**src/fcct_pkg.sv**
```systemverilog
`default_nettype none
package fcct_pkg;

    // operation codes of an input beat
    localparam logic [1:0] OP_WRITE  = 2'd0;
    localparam logic [1:0] OP_READ   = 2'd1;
    localparam logic [1:0] OP_CLOCK  = 2'd2;
    localparam logic [1:0] OP_SRESET = 2'd3;

    localparam int CH_N      = 4;
    localparam int DIV_STEPS = 8;
    localparam int IN_W      = 32;
    localparam int OUT_W     = 48;

    // control word bits
    localparam int CW_RUN     = 7;
    localparam int CW_PRESCL  = 5;
    localparam int CW_COUNTER = 3;
    localparam int CW_TC_NEXT = 2;
    localparam int CW_RELOAD  = 1;
    localparam int CW_CTRL    = 0;

    localparam logic [7:0] VEC_MASK  = 8'hF8;
    localparam logic [7:0] READ_NONE = 8'hFF;
    localparam logic [8:0] TC_ZERO   = 9'd256;

    // one input beat, operation in the low bits
    typedef struct packed {
        logic [11:0] tstates;
        logic [7:0]  data;
        logic [2:0]  channel;
        logic [1:0]  operation;
    } t_item;

    // one result beat, read_data in the low bits
    typedef struct packed {
        logic [7:0] irq_vector;
        logic [7:0] fires_ch3;
        logic [7:0] fires_ch2;
        logic [7:0] fires_ch1;
        logic [7:0] fires_ch0;
        logic [7:0] read_data;
    } t_result;

    // controller to datapath
    typedef struct packed {
        logic load;
        logic exec;
        logic step;
        logic update;
    } t_cmd;

    // datapath to controller
    typedef struct packed {
        logic op_clock;
    } t_sts;

endpackage
`default_nettype wire

```
**src/fcct_ctrl.sv**
```systemverilog
`default_nettype none
module fcct_ctrl
    import fcct_pkg::*;
(
    input  wire   i_clk,
    input  wire   i_rst_n,
    input  wire   i_in_valid,
    input  wire   i_out_free,
    input  t_sts  i_sts,
    output logic  o_in_ready,
    output logic  o_push,
    output t_cmd  o_cmd
);

    localparam logic [2:0] S_IDLE = 3'd0;
    localparam logic [2:0] S_EXEC = 3'd1;
    localparam logic [2:0] S_DIV  = 3'd2;
    localparam logic [2:0] S_UPD  = 3'd3;
    localparam logic [2:0] S_OUT  = 3'd4;
    localparam logic [2:0] STEP_LAST = 3'(DIV_STEPS - 1);

    logic [2:0] r_state, n_state;
    logic [2:0] r_step, n_step;

    // next state
    always_comb begin
        n_state = r_state;
        n_step  = r_step;
        unique case (r_state)
            S_IDLE: begin
                if (i_in_valid) n_state = S_EXEC;
            end
            S_EXEC: begin
                n_step  = 3'd0;
                n_state = i_sts.op_clock ? S_DIV : S_OUT;
            end
            S_DIV: begin
                n_step = r_step + 3'd1;
                if (r_step == STEP_LAST) n_state = S_UPD;
            end
            S_UPD: begin
                n_state = S_OUT;
            end
            S_OUT: begin
                if (i_out_free) n_state = S_IDLE;
            end
            default: begin
                n_state = S_IDLE;
            end
        endcase
    end

    always_ff @(posedge i_clk) begin
        if (!i_rst_n) begin
            r_state <= S_IDLE;
            r_step  <= 3'd0;
        end else begin
            r_state <= n_state;
            r_step  <= n_step;
        end
    end

    // commands
    assign o_in_ready   = (r_state == S_IDLE);
    assign o_cmd.load   = (r_state == S_IDLE) && i_in_valid;
    assign o_cmd.exec   = (r_state == S_EXEC);
    assign o_cmd.step   = (r_state == S_DIV);
    assign o_cmd.update = (r_state == S_UPD);
    assign o_push       = (r_state == S_OUT) && i_out_free;

endmodule
`default_nettype wire

```
**src/fcct_datapath.sv**
```systemverilog
`default_nettype none
module fcct_datapath
    import fcct_pkg::*;
(
    input  wire     i_clk,
    input  wire     i_rst_n,
    input  t_cmd    i_cmd,
    input  t_item   i_item,
    output t_sts    o_sts,
    output t_result o_result
);

    // latched beat
    logic [1:0]  r_op;
    logic [2:0]  r_ch;
    logic [7:0]  r_data;
    logic [11:0] r_ts;

    // channel state
    logic [7:0]  r_cw   [CH_N];
    logic [7:0]  r_tc   [CH_N];
    logic [15:0] r_cnt  [CH_N];
    logic [CH_N-1:0] r_pend;
    logic [7:0]  r_vec;

    // divider lanes
    logic [CH_N-1:0] r_fpath;
    logic [7:0]  r_rem  [CH_N];
    logic [7:0]  r_quo  [CH_N];
    logic [8:0]  r_dvs  [CH_N];

    // result
    logic [7:0]  r_rd;
    logic [7:0]  r_fires [CH_N];

    logic [1:0]  sel;
    logic [7:0]  lane_n   [CH_N];
    logic [CH_N-1:0] lane_fp;
    logic [CH_N-1:0] lane_run;
    logic [7:0]  lane_m   [CH_N];
    logic [8:0]  lane_r   [CH_N];
    logic [8:0]  rem_sh   [CH_N];
    logic [CH_N-1:0] qbit;
    logic [8:0]  rem_nx   [CH_N];
    logic [8:0]  new_cnt  [CH_N];

    assign sel = r_ch[1:0];

    // latch the accepted beat
    always_ff @(posedge i_clk) begin
        if (i_cmd.load) begin
            r_op   <= i_item.operation;
            r_ch   <= i_item.channel;
            r_data <= i_item.data;
            r_ts   <= i_item.tstates;
        end
    end

    // per-lane tick count, fire path and division step
    always_comb begin
        for (int i = 0; i < CH_N; i++) begin
            lane_run[i] = r_cw[i][CW_RUN] && !r_cw[i][CW_COUNTER];
            lane_n[i]   = r_cw[i][CW_PRESCL] ? {4'd0, r_ts[11:8]} : r_ts[11:4];
            if (lane_n[i] == 8'd0) lane_n[i] = 8'd1;
            // counter reaches zero within this beat
            lane_fp[i]  = (r_cnt[i] != 16'd0) && (r_cnt[i] <= {8'd0, lane_n[i]});
            lane_m[i]   = lane_n[i] - r_cnt[i][7:0];
            lane_r[i]   = (r_tc[i] == 8'd0) ? TC_ZERO : {1'b0, r_tc[i]};
            rem_sh[i]   = {r_rem[i], r_quo[i][7]};
            qbit[i]     = (rem_sh[i] >= r_dvs[i]);
            rem_nx[i]   = qbit[i] ? (rem_sh[i] - r_dvs[i]) : rem_sh[i];
            new_cnt[i]  = r_dvs[i] - {1'b0, r_rem[i]};
        end
    end

    // divider lanes: quotient and remainder of the ticks left after the first fire
    always_ff @(posedge i_clk) begin
        for (int i = 0; i < CH_N; i++) begin
            if (i_cmd.exec) begin
                r_fpath[i] <= lane_run[i] && lane_fp[i];
                r_rem[i]   <= 8'd0;
                r_quo[i]   <= lane_m[i];
                r_dvs[i]   <= lane_r[i];
            end else if (i_cmd.step) begin
                r_rem[i]   <= rem_nx[i][7:0];
                r_quo[i]   <= {r_quo[i][6:0], qbit[i]};
            end
        end
    end

    // channel registers
    always_ff @(posedge i_clk) begin
        if (!i_rst_n) begin
            for (int i = 0; i < CH_N; i++) begin
                r_cw[i]  <= 8'd0;
                r_tc[i]  <= 8'd0;
                r_cnt[i] <= 16'd0;
            end
            r_pend <= '0;
            r_vec  <= 8'd0;
        end else begin
            if (i_cmd.exec) begin
                unique case (r_op)
                    OP_WRITE: begin
                        if (!r_ch[2]) begin
                            if (r_pend[sel]) begin
                                r_tc[sel]   <= r_data;
                                r_cnt[sel]  <= (r_data == 8'd0) ? {7'd0, TC_ZERO}
                                                                : {8'd0, r_data};
                                r_pend[sel] <= 1'b0;
                            end else if (sel == 2'd0 && !r_data[CW_CTRL]) begin
                                r_vec <= r_data & VEC_MASK;
                            end else begin
                                r_cw[sel] <= r_data;
                                if (r_data[CW_TC_NEXT]) r_pend[sel] <= 1'b1;
                                if (r_data[CW_RELOAD])  r_cnt[sel]  <= {8'd0, r_tc[sel]};
                            end
                        end
                    end
                    OP_READ: begin
                    end
                    OP_CLOCK: begin
                        // lanes that do not reach zero just count down
                        for (int i = 0; i < CH_N; i++) begin
                            if (lane_run[i] && !lane_fp[i])
                                r_cnt[i] <= r_cnt[i] - {8'd0, lane_n[i]};
                        end
                    end
                    OP_SRESET: begin
                        for (int i = 0; i < CH_N; i++) begin
                            r_cw[i]  <= 8'd0;
                            r_tc[i]  <= 8'd0;
                            r_cnt[i] <= 16'd0;
                        end
                        r_pend <= '0;
                    end
                    default: begin
                    end
                endcase
            end
            // reload residue after the division
            if (i_cmd.update) begin
                for (int i = 0; i < CH_N; i++) begin
                    if (r_fpath[i]) r_cnt[i] <= {7'd0, new_cnt[i]};
                end
            end
        end
    end

    // result registers
    always_ff @(posedge i_clk) begin
        if (i_cmd.exec) begin
            if (r_op == OP_READ)
                r_rd <= r_ch[2] ? READ_NONE : r_cnt[sel][7:0];
            else
                r_rd <= 8'd0;
            for (int i = 0; i < CH_N; i++) r_fires[i] <= 8'd0;
        end else if (i_cmd.update) begin
            for (int i = 0; i < CH_N; i++)
                r_fires[i] <= r_fpath[i] ? (r_quo[i] + 8'd1) : 8'd0;
        end
    end

    assign o_sts.op_clock     = (r_op == OP_CLOCK);
    assign o_result.read_data  = r_rd;
    assign o_result.fires_ch0  = r_fires[0];
    assign o_result.fires_ch1  = r_fires[1];
    assign o_result.fires_ch2  = r_fires[2];
    assign o_result.fires_ch3  = r_fires[3];
    assign o_result.irq_vector = r_vec;

endmodule
`default_nettype wire

```
**src/four_channel_counter_timer.sv**
```systemverilog
// Four-channel counter/timer with the Z80 CTC programming model. Each input
// beat gives exactly one output beat. Writes, reads and soft resets go from
// acceptance through the execute state to the result register; a clock
// advance also runs the 8-step shift-subtract divider in each channel lane,
// then an update state. The divider works out how many times the counter
// reloads within the elapsed ticks. One beat is in work at a time. The next
// is accepted as soon as the result is in the output register, even while
// that register waits on o_m_tready.
`default_nettype none
module four_channel_counter_timer
    import fcct_pkg::*;
(
    input  wire              i_clk,
    input  wire              i_rst_n,
    input  wire              i_s_tvalid,
    output logic             o_s_tready,
    // operation[1:0], channel[4:2], data[12:5], tstates[24:13], zero fill
    input  wire  [IN_W-1:0]  i_s_tdata,
    output logic             o_m_tvalid,
    input  wire              i_m_tready,
    // read_data[7:0], fires_ch0[15:8], fires_ch1[23:16], fires_ch2[31:24],
    // fires_ch3[39:32], irq_vector[47:40]
    output logic [OUT_W-1:0] o_m_tdata
);

    t_cmd    cmd;
    t_sts    sts;
    t_item   item;
    t_result result;
    logic    push;
    logic    out_free;
    logic    r_out_valid;
    t_result r_out;

    assign item     = i_s_tdata[$bits(t_item)-1:0];
    assign out_free = !r_out_valid || i_m_tready;

    fcct_ctrl u_ctrl (
        .i_clk      (i_clk),
        .i_rst_n    (i_rst_n),
        .i_in_valid (i_s_tvalid),
        .i_out_free (out_free),
        .i_sts      (sts),
        .o_in_ready (o_s_tready),
        .o_push     (push),
        .o_cmd      (cmd)
    );

    fcct_datapath u_datapath (
        .i_clk    (i_clk),
        .i_rst_n  (i_rst_n),
        .i_cmd    (cmd),
        .i_item   (item),
        .o_sts    (sts),
        .o_result (result)
    );

    // output register
    always_ff @(posedge i_clk) begin
        if (!i_rst_n) begin
            r_out_valid <= 1'b0;
        end else if (push) begin
            r_out_valid <= 1'b1;
        end else if (i_m_tready) begin
            r_out_valid <= 1'b0;
        end
    end

    always_ff @(posedge i_clk) begin
        if (push) r_out <= result;
    end

    assign o_m_tvalid = r_out_valid;
    assign o_m_tdata  = r_out;

    // one beat in work at a time
    a_single_item: assert property (@(posedge i_clk) disable iff (!i_rst_n)
        (i_s_tvalid && o_s_tready) |=> !o_s_tready)
        else $error("input accepted while a beat is in work");

    // a result never overwrites one still waiting
    a_no_overwrite: assert property (@(posedge i_clk) disable iff (!i_rst_n)
        push |-> (!r_out_valid || i_m_tready))
        else $error("result register overwritten");

    // vector keeps its low bits clear
    a_vector_align: assert property (@(posedge i_clk) disable iff (!i_rst_n)
        o_m_tvalid |-> (o_m_tdata[42:40] == 3'd0))
        else $error("vector low bits set");

endmodule
`default_nettype wire

```
**config.mk**
```make
export PLATFORM = sky130hd
export DESIGN_NAME = four_channel_counter_timer
export DESIGN_NICKNAME = d
export VERILOG_FILES = /design/src/fcct_pkg.sv /design/src/fcct_ctrl.sv /design/src/fcct_datapath.sv /design/src/four_channel_counter_timer.sv
export SDC_FILE = /design/constraint.sdc
export NUM_CORES = 1
export LEC_CHECK = 0
export BUFFER_PORTS_ARGS = -buffer_cell sky130_fd_sc_hd__buf_2
export CAP_MARGIN = 20
export CORE_ASPECT_RATIO = 0.9
export CORE_MARGIN = 4
export CORE_UTILIZATION = 25
export DETAILED_ROUTE_END_ITERATION = 6
export PLACE_DENSITY = 0.47
export SLEW_MARGIN = 40
export SYNTH_ARGS = -nofsm -noshare
export SYNTH_HDL_FRONTEND = slang
export SYNTH_SLANG_ARGS = --single-unit
```
**constraint.sdc**
```tcl
create_clock -name i_clk -period 4.7 [get_ports i_clk]
set_clock_uncertainty 0.15 [all_clocks]
set_input_delay 0.47 -clock i_clk [delete_from_list [all_inputs] [get_ports i_clk]]
set_output_delay 0.47 -clock i_clk [all_outputs]
set_load 0.1 [all_outputs]
```
# Word level (Yosys, flattened, before mapping)
# Memory sizes are Yosys's and may differ from the RTL's. A register that Yosys moved wholly into a read port is not among the register bits.
# Cells that the tools add are included.
# Widths: inputs -> output; s select.
# classes
shifts	0
div_mod_pow	0
reduce_logical	56
eq_ne	14
magnitude_cmp	10
muxes	153
mul	0
addsub	21
bitwise	38
# op_table
cell	n
$mux 8	39
$mux 16	14
$mux 1	77
$logic_not 8->1	9
$le 16x8->1	4
$reduce_bool 16->1	4
$sub 16x8->16	4
$sub 8x8->8	8
$mux 9	5
$ge 9x9->1	4
$sub 9x8->9	4
$or 1x1->1	33
$add 8x1->8 const B	4
$logic_and 1x1->1	20
$mux 4	4
$reduce_or 16->1	1
$reduce_or 8->1	2
$pmux 3 s5	1
$mux 3	4
$logic_not 1->1	10
$mux 2	5
$reduce_and 5->1	2
$pmux 4 s2	1
$eq 3x2->1 const B	2
23 further kinds	31
# word_totals
latch_bits	0
mem_bits_rw	260
mem_count	7
rom_bits	0
wordCells	312
reg_bits	66
in_bits	36
# mem_list
memory	words	word_bits	rd	rd_ports_with_merged_regs	write_ports	line_no	rtl
u_datapath.r_cnt	4	16	5	1	4	fcct_datapath.sv:22	logic [15:0] r_cnt [CH_N];
u_datapath.r_dvs	4	9	4	0	4	fcct_datapath.sv:30	logic [8:0] r_dvs [CH_N];
u_datapath.r_cw	4	8	4	0	4	fcct_datapath.sv:20	logic [7:0] r_cw [CH_N];
u_datapath.r_fires	4	8	4	4	4	fcct_datapath.sv:34	logic [7:0] r_fires [CH_N];
u_datapath.r_quo	4	8	4	0	4	fcct_datapath.sv:29	logic [7:0] r_quo [CH_N];
u_datapath.r_rem	4	8	4	0	4	fcct_datapath.sv:28	logic [7:0] r_rem [CH_N];
1 more memories	--	--	--	--	--	--	

# Logic depth before layout (Yosys ltp)
# An unclocked memory read counts as a cell.
# logic_depth
word_depth	17
mapped_depth	15
ltp_nobuf	13

# Modules after synthesis
# Synthesis repeated with hierarchy kept, for this count alone.
# unflattened
cells_unflattened	1991
area_unflattened_um2	20781.2
# modules_own_cells
module	area_per_inst_um2	n_inst	cells_each
fcct_datapath	18900.6	1	1893
four_channel_counter_timer	1490.2	1	52
fcct_ctrl	390.4	1	46

# Least setup slack after synthesis
# OpenSTA, ideal clock, no wires.
# synth_path
path_kind	reg-to-reg
startpoint	reg u_ctrl.r_state[1]
endpoint	reg with a tool-made name
n_path_buf	2
required_time_ns	4.429
t_arrival_ns	3.923
stages_incl_launch_ff	6
slack_ns	0.506
period_less_slack_ns	4.194
path_cell_list	dfxtp_1 > clkbuf_1 > clkbuf_1 > nor3_1 > and2_1 > mux2_2
# synth_lines
item	line_no	rtl
from (decl)	fcct_ctrl.sv:22	logic [2:0] r_state, n_state;
from (signal assigned)	fcct_ctrl.sv:58	r_state <= n_state;

==> results.md <==
* Run status: finished clean
* Wire length of the first global-routing pass at 94,300 um
* Dominant cell by count in the synthesized netlist: sky130_fd_sc_hd__edfxtp_1
* Gate Count Post-Synth at 2,087
* Minimum setup slack after placement at 0.706 ns
* Number of nets still failing antenna checks after routing at 0
* Largest net degree at the start of global routing at 58
* Number of distinct standard cells referenced by the synthesized netlist at 90
* Busiest grt layer: met1
* Cell accounting for the most synthesized area: sky130_fd_sc_hd__edfxtp_1
* Number of synthesized flops with an enable pin at 290
* Met3 capacity usage during global routing at 2.87%
* Met2 Usage GRT at 19.5%
* Share of layout cells above drive strength 1 at 10.3%
* Crit path largest cell delay at 0.53 ns
* Mean post-synth cell area at 10.2 um2
* Final worst-path cycle share at 85.4%
* Maximum operating frequency at 0.249 GHz
* Area added between synthesis and finish at 14.6%
* Cell with the largest stage delay on the worst path: sky130_fd_sc_hd__edfxtp_1
* Synth top area share at 40.9%
* Worst path required time at 4.87 ns
* Power density over the cells at 342 nW/um2
* Top-Level Pins at 86
* Starting density of the core at 25.2%
* Launching point of the worst reg2reg path: u_datapath.r_cw[1][5]
* Setup repair after global routing missed its margin: no
* Library cell used as clock root buffer: sky130_fd_sc_hd__clkbuf_16
* Cell types occupying the most area after synthesis: sky130_fd_sc_hd__edfxtp_1, sky130_fd_sc_hd__ha_1, sky130_fd_sc_hd__dfxtp_1
* Synthesized flop and latch total at 336
* Endpoint of the worst hold path: u_ctrl.r_state[0]
* Most instantiated flip-flop cell in the synthesis netlist: sky130_fd_sc_hd__edfxtp_1
* Min-Delay Startpoint: i_s_tvalid
* Number of CTS-inserted buffers at 40
* Total number of H-tree levels at 2
* Post-synth top cells: sky130_fd_sc_hd__edfxtp_1, sky130_fd_sc_hd__inv_1, sky130_fd_sc_hd__nor2_1, sky130_fd_sc_hd__ha_1, sky130_fd_sc_hd__nand2_1
* DRC at 0
* Routed len/inst at 18.8 um
* Die area at 90,000 um2
* Number of post-CTS setup repair buffers at 0
* GRT overflow at 0
* Total global-route track usage at 13.5%
* Count of maximum capacitance violations at 0
* Yosys synthesis warning count at 0
* TritonCTS clock tree: done
* Number of standard-cell rows in the floorplan at 101
* WS Path Type: reg -> reg
* Total wire length after detailed routing at 62,300 um
* Final total negative setup slack at 0 ns
* Number of hold violations in the final report at 0
* Critical path's most frequent cell: sky130_fd_sc_hd__a221o_1
* Headroom to the max-slew limit at 46.4%
* Capture point of the worst reg-to-reg path: u_datapath.r_cnt[0][8]
* Clock slew at reported path FFs at 0.06 ns
* Number of global-route vias before repair at 15,200
* Detailed-placement wirelength estimate at 47,400 um
* Number of cell instances on the worst register-to-register path at 13
* Cell Area, Synth at 21,300 um2
* Final RePlAce weighted congestion at 0.903
* GR Layer Usage met1 at 20.6%
* Static Leak at 9.42 nW
* Chain of cells forming the critical path: mux2_2 -> nor3_1 -> nor2_1 -> o31ai_1 -> ha_1 -> inv_1 -> fa_1 -> a21oi_1 -> o21ai_0 -> a221o_1 -> nand3_1 -> o21ai_1 -> a221o_1
* Vias at 16,000
* Hold crit path type: in -> reg
* Number of clock sinks at 336
* Number of setup violations in the final report at 0
* Detail-routed via count per cell at 4.83
* Placeable core region at 84,400 um2
* Number of stages on the worst hold path at 3
* Fin. max-slew vios at 0
* Data arrival time of the worst path at 4.18 ns
* Slew at the pin with the worst max-slew slack at 0.804 ns
* Maximum fanout count along the critical path at 9
* Maximum vdd drop at 0.213 mV
* Async SR Flop Fraction at 0%
* Die span in y at 285 um
* Maximum root-to-sink buffer count at 3
* Chip Width at 316 um
* Antenna violations before repair at 1
* Count of input and output buffers at 71
* Drt pass-1 iters at 5
* Count of instances resized after the clock tree is built at 0
* Worst-case register-to-register setup slack at 0.69 ns
* Final hold slack at 0.103 ns
* Clock insertion delay at the later pin of the skew report at 0.57 ns
* Number of DRC markers after the initial detailed-route iteration at 1,177
* Final WS setup at 0.688 ns
* Crit. End Element: register
* Final #Nets at 2,328
* Kind of start point of the critical path: register
* Time the worst path needs with I/O delays and setup at 4.01 ns
* Sequential share of the synthesized area at 45.2%
[metal layers]
layer / vias to the layer above / wire [um] / share of wire, %
met4: 0 / 1050 / 1.7
met5: - / 0 / 0
met3: 69 / 4360 / 7.0
met1: 7716 / 31300 / 50
li1: 7703 / - / -
met2: 471 / 25500 / 41
[state kept, by name, indices dropped and copies added (netlist names), 2 cells and up, named ones only]
name / flops
u_ctrl.r_state: 3
u_datapath.r_pend: 4
u_datapath.r_dvs: 36
u_datapath.r_rd: 8
u_datapath.r_ch: 3
u_datapath.r_cw: 12
u_ctrl.r_step: 3
u_datapath.r_tc: 32
u_datapath.r_op: 2
u_datapath.r_cnt: 64
o_m_tdata: 45
u_datapath.r_data: 8
u_datapath.r_ts: 8
u_datapath.r_fires: 32
u_datapath.r_vec: 5
u_datapath.r_quo: 32
u_datapath.r_fpath: 4
u_datapath.r_rem: 32
[placed cells by master (no fill, tap or decap), types with 24 or more instances in the layout]
cell                        netlist  routed
sky130_fd_sc_hd__a21oi_1         85      85
sky130_fd_sc_hd__or4_1           25      25
sky130_fd_sc_hd__mux2i_1         70      70
sky130_fd_sc_hd__o21ai_0         91      89
sky130_fd_sc_hd__nor2_1         144     143
sky130_fd_sc_hd__o31ai_1         29      29
sky130_fd_sc_hd__buf_2            7      71
sky130_fd_sc_hd__nor3_1          57      57
sky130_fd_sc_hd__nand4_1         27      27
sky130_fd_sc_hd__xnor2_1         42      42
sky130_fd_sc_hd__ha_1           138     138
sky130_fd_sc_hd__nor2b_1         35      34
sky130_fd_sc_hd__nand2_1        120     120
sky130_fd_sc_hd__xor2_1          31      31
sky130_fd_sc_hd__o21a_1          43      43
sky130_fd_sc_hd__dfxtp_1         46      44
sky130_fd_sc_hd__nand2b_1        61      61
sky130_fd_sc_hd__inv_1          189     188
sky130_fd_sc_hd__nor4_1          24      24
sky130_fd_sc_hd__buf_4            6      29
sky130_fd_sc_hd__nand3_1         59      59
sky130_fd_sc_hd__edfxtp_1       290     290
sky130_fd_sc_hd__or3_1           26      26
sky130_fd_sc_hd__clkbuf_16        0      40
sky130_fd_sc_hd__and2_1          44      43
[cells by family after synthesis]
| family | Yosys count | synth area share, % |
|---|---|---|
| and+or+nand+nor | 712 | 17.9 |
| AOI/OAI and AO/OA | 410 | 13.0 |
| DFF | 336 | 45.2 |
| buffers and inverters | 304 | 5.66 |
| adders and majority gates | 154 | 9.61 |
| muxes | 97 | 5.58 |
| xor gates and xnor gates | 73 | 3.00 |
| other | 1 | 0.0176 |
[worst max-delay path by stage]
stage                          startpoint                       to  slack (ns)  depth (start not counted)
floorplan               u_ctrl.r_state[1]                 register        0.51                          5
global placement    u_datapath.r_cw[1][5]   u_datapath.r_cnt[0][8]        0.68                         13
detailed placement  u_datapath.r_cw[1][5]   u_datapath.r_cnt[0][8]        0.71                         13
CTS                 u_datapath.r_cw[1][5]   u_datapath.r_cnt[0][8]        0.68                         13
global route        u_datapath.r_cw[3][5]  u_datapath.r_cnt[3][12]        0.46                         13
finish              u_datapath.r_cw[1][5]   u_datapath.r_cnt[0][8]        0.69                         13
[area by class of cell]
| cell class | instances | area [um2] |
|---|---|---|
| Clock inverter | 25 | 299 |
| Inverter | 190 | 716 |
| Clock buffer | 47 | 1050 |
| Antenna cell | 2 | 5.00 |
| Tap cell | 1133 | 1420 |
| Multi-Input combinational cell | 1449 | 10500 |
| Timing Repair Buffer | 121 | 783 |
| Sequential cell | 336 | 9630 |
| Fill cell | 8849 | 60000 |
[metrics by stage]
step	util [%]	area, um2	total power, mW	std cells
5_1_grt	28.9	24400	8.75	3301
3_3_place_gp	27.0	22800	5.10	3208
6_report	28.9	24400	8.34	3303
2_1_floorplan	-	21300	4.67	2089
4_1_cts	28.9	24400	8.44	3301
3_5_place_dp	27.1	22800	5.12	3208
[worst max-delay path, delay by kind of cell, from the launching register on]
family | cells | cell delay (ns)
AOI/OAI and AO/OA | 6 | 1.57
adders and majority gates | 2 | 0.64
DFF | 1 | 0.53
and+or+nand+nor | 3 | 0.41
muxes | 1 | 0.40
buffers and inverters | 1 | 0.06
[what timing repair did]
action | 4_1_cts | 5_1_grt
hold buffers | 21 | 0
setup endpoints to repair | 0 | 0
endpoints found under the hold margin | 22 | 0
[power breakdown]
group          leakage (nW)  switching [mW]  internal, mW  total (mW)
registers              3.18           0.194          3.42        3.61
logic                  5.58           0.914         0.570        1.48
clock network         0.655            1.31          1.93        3.25
total                  9.42            2.42          5.92        8.34
No activity file was read; power rests on OpenSTA's default activity.
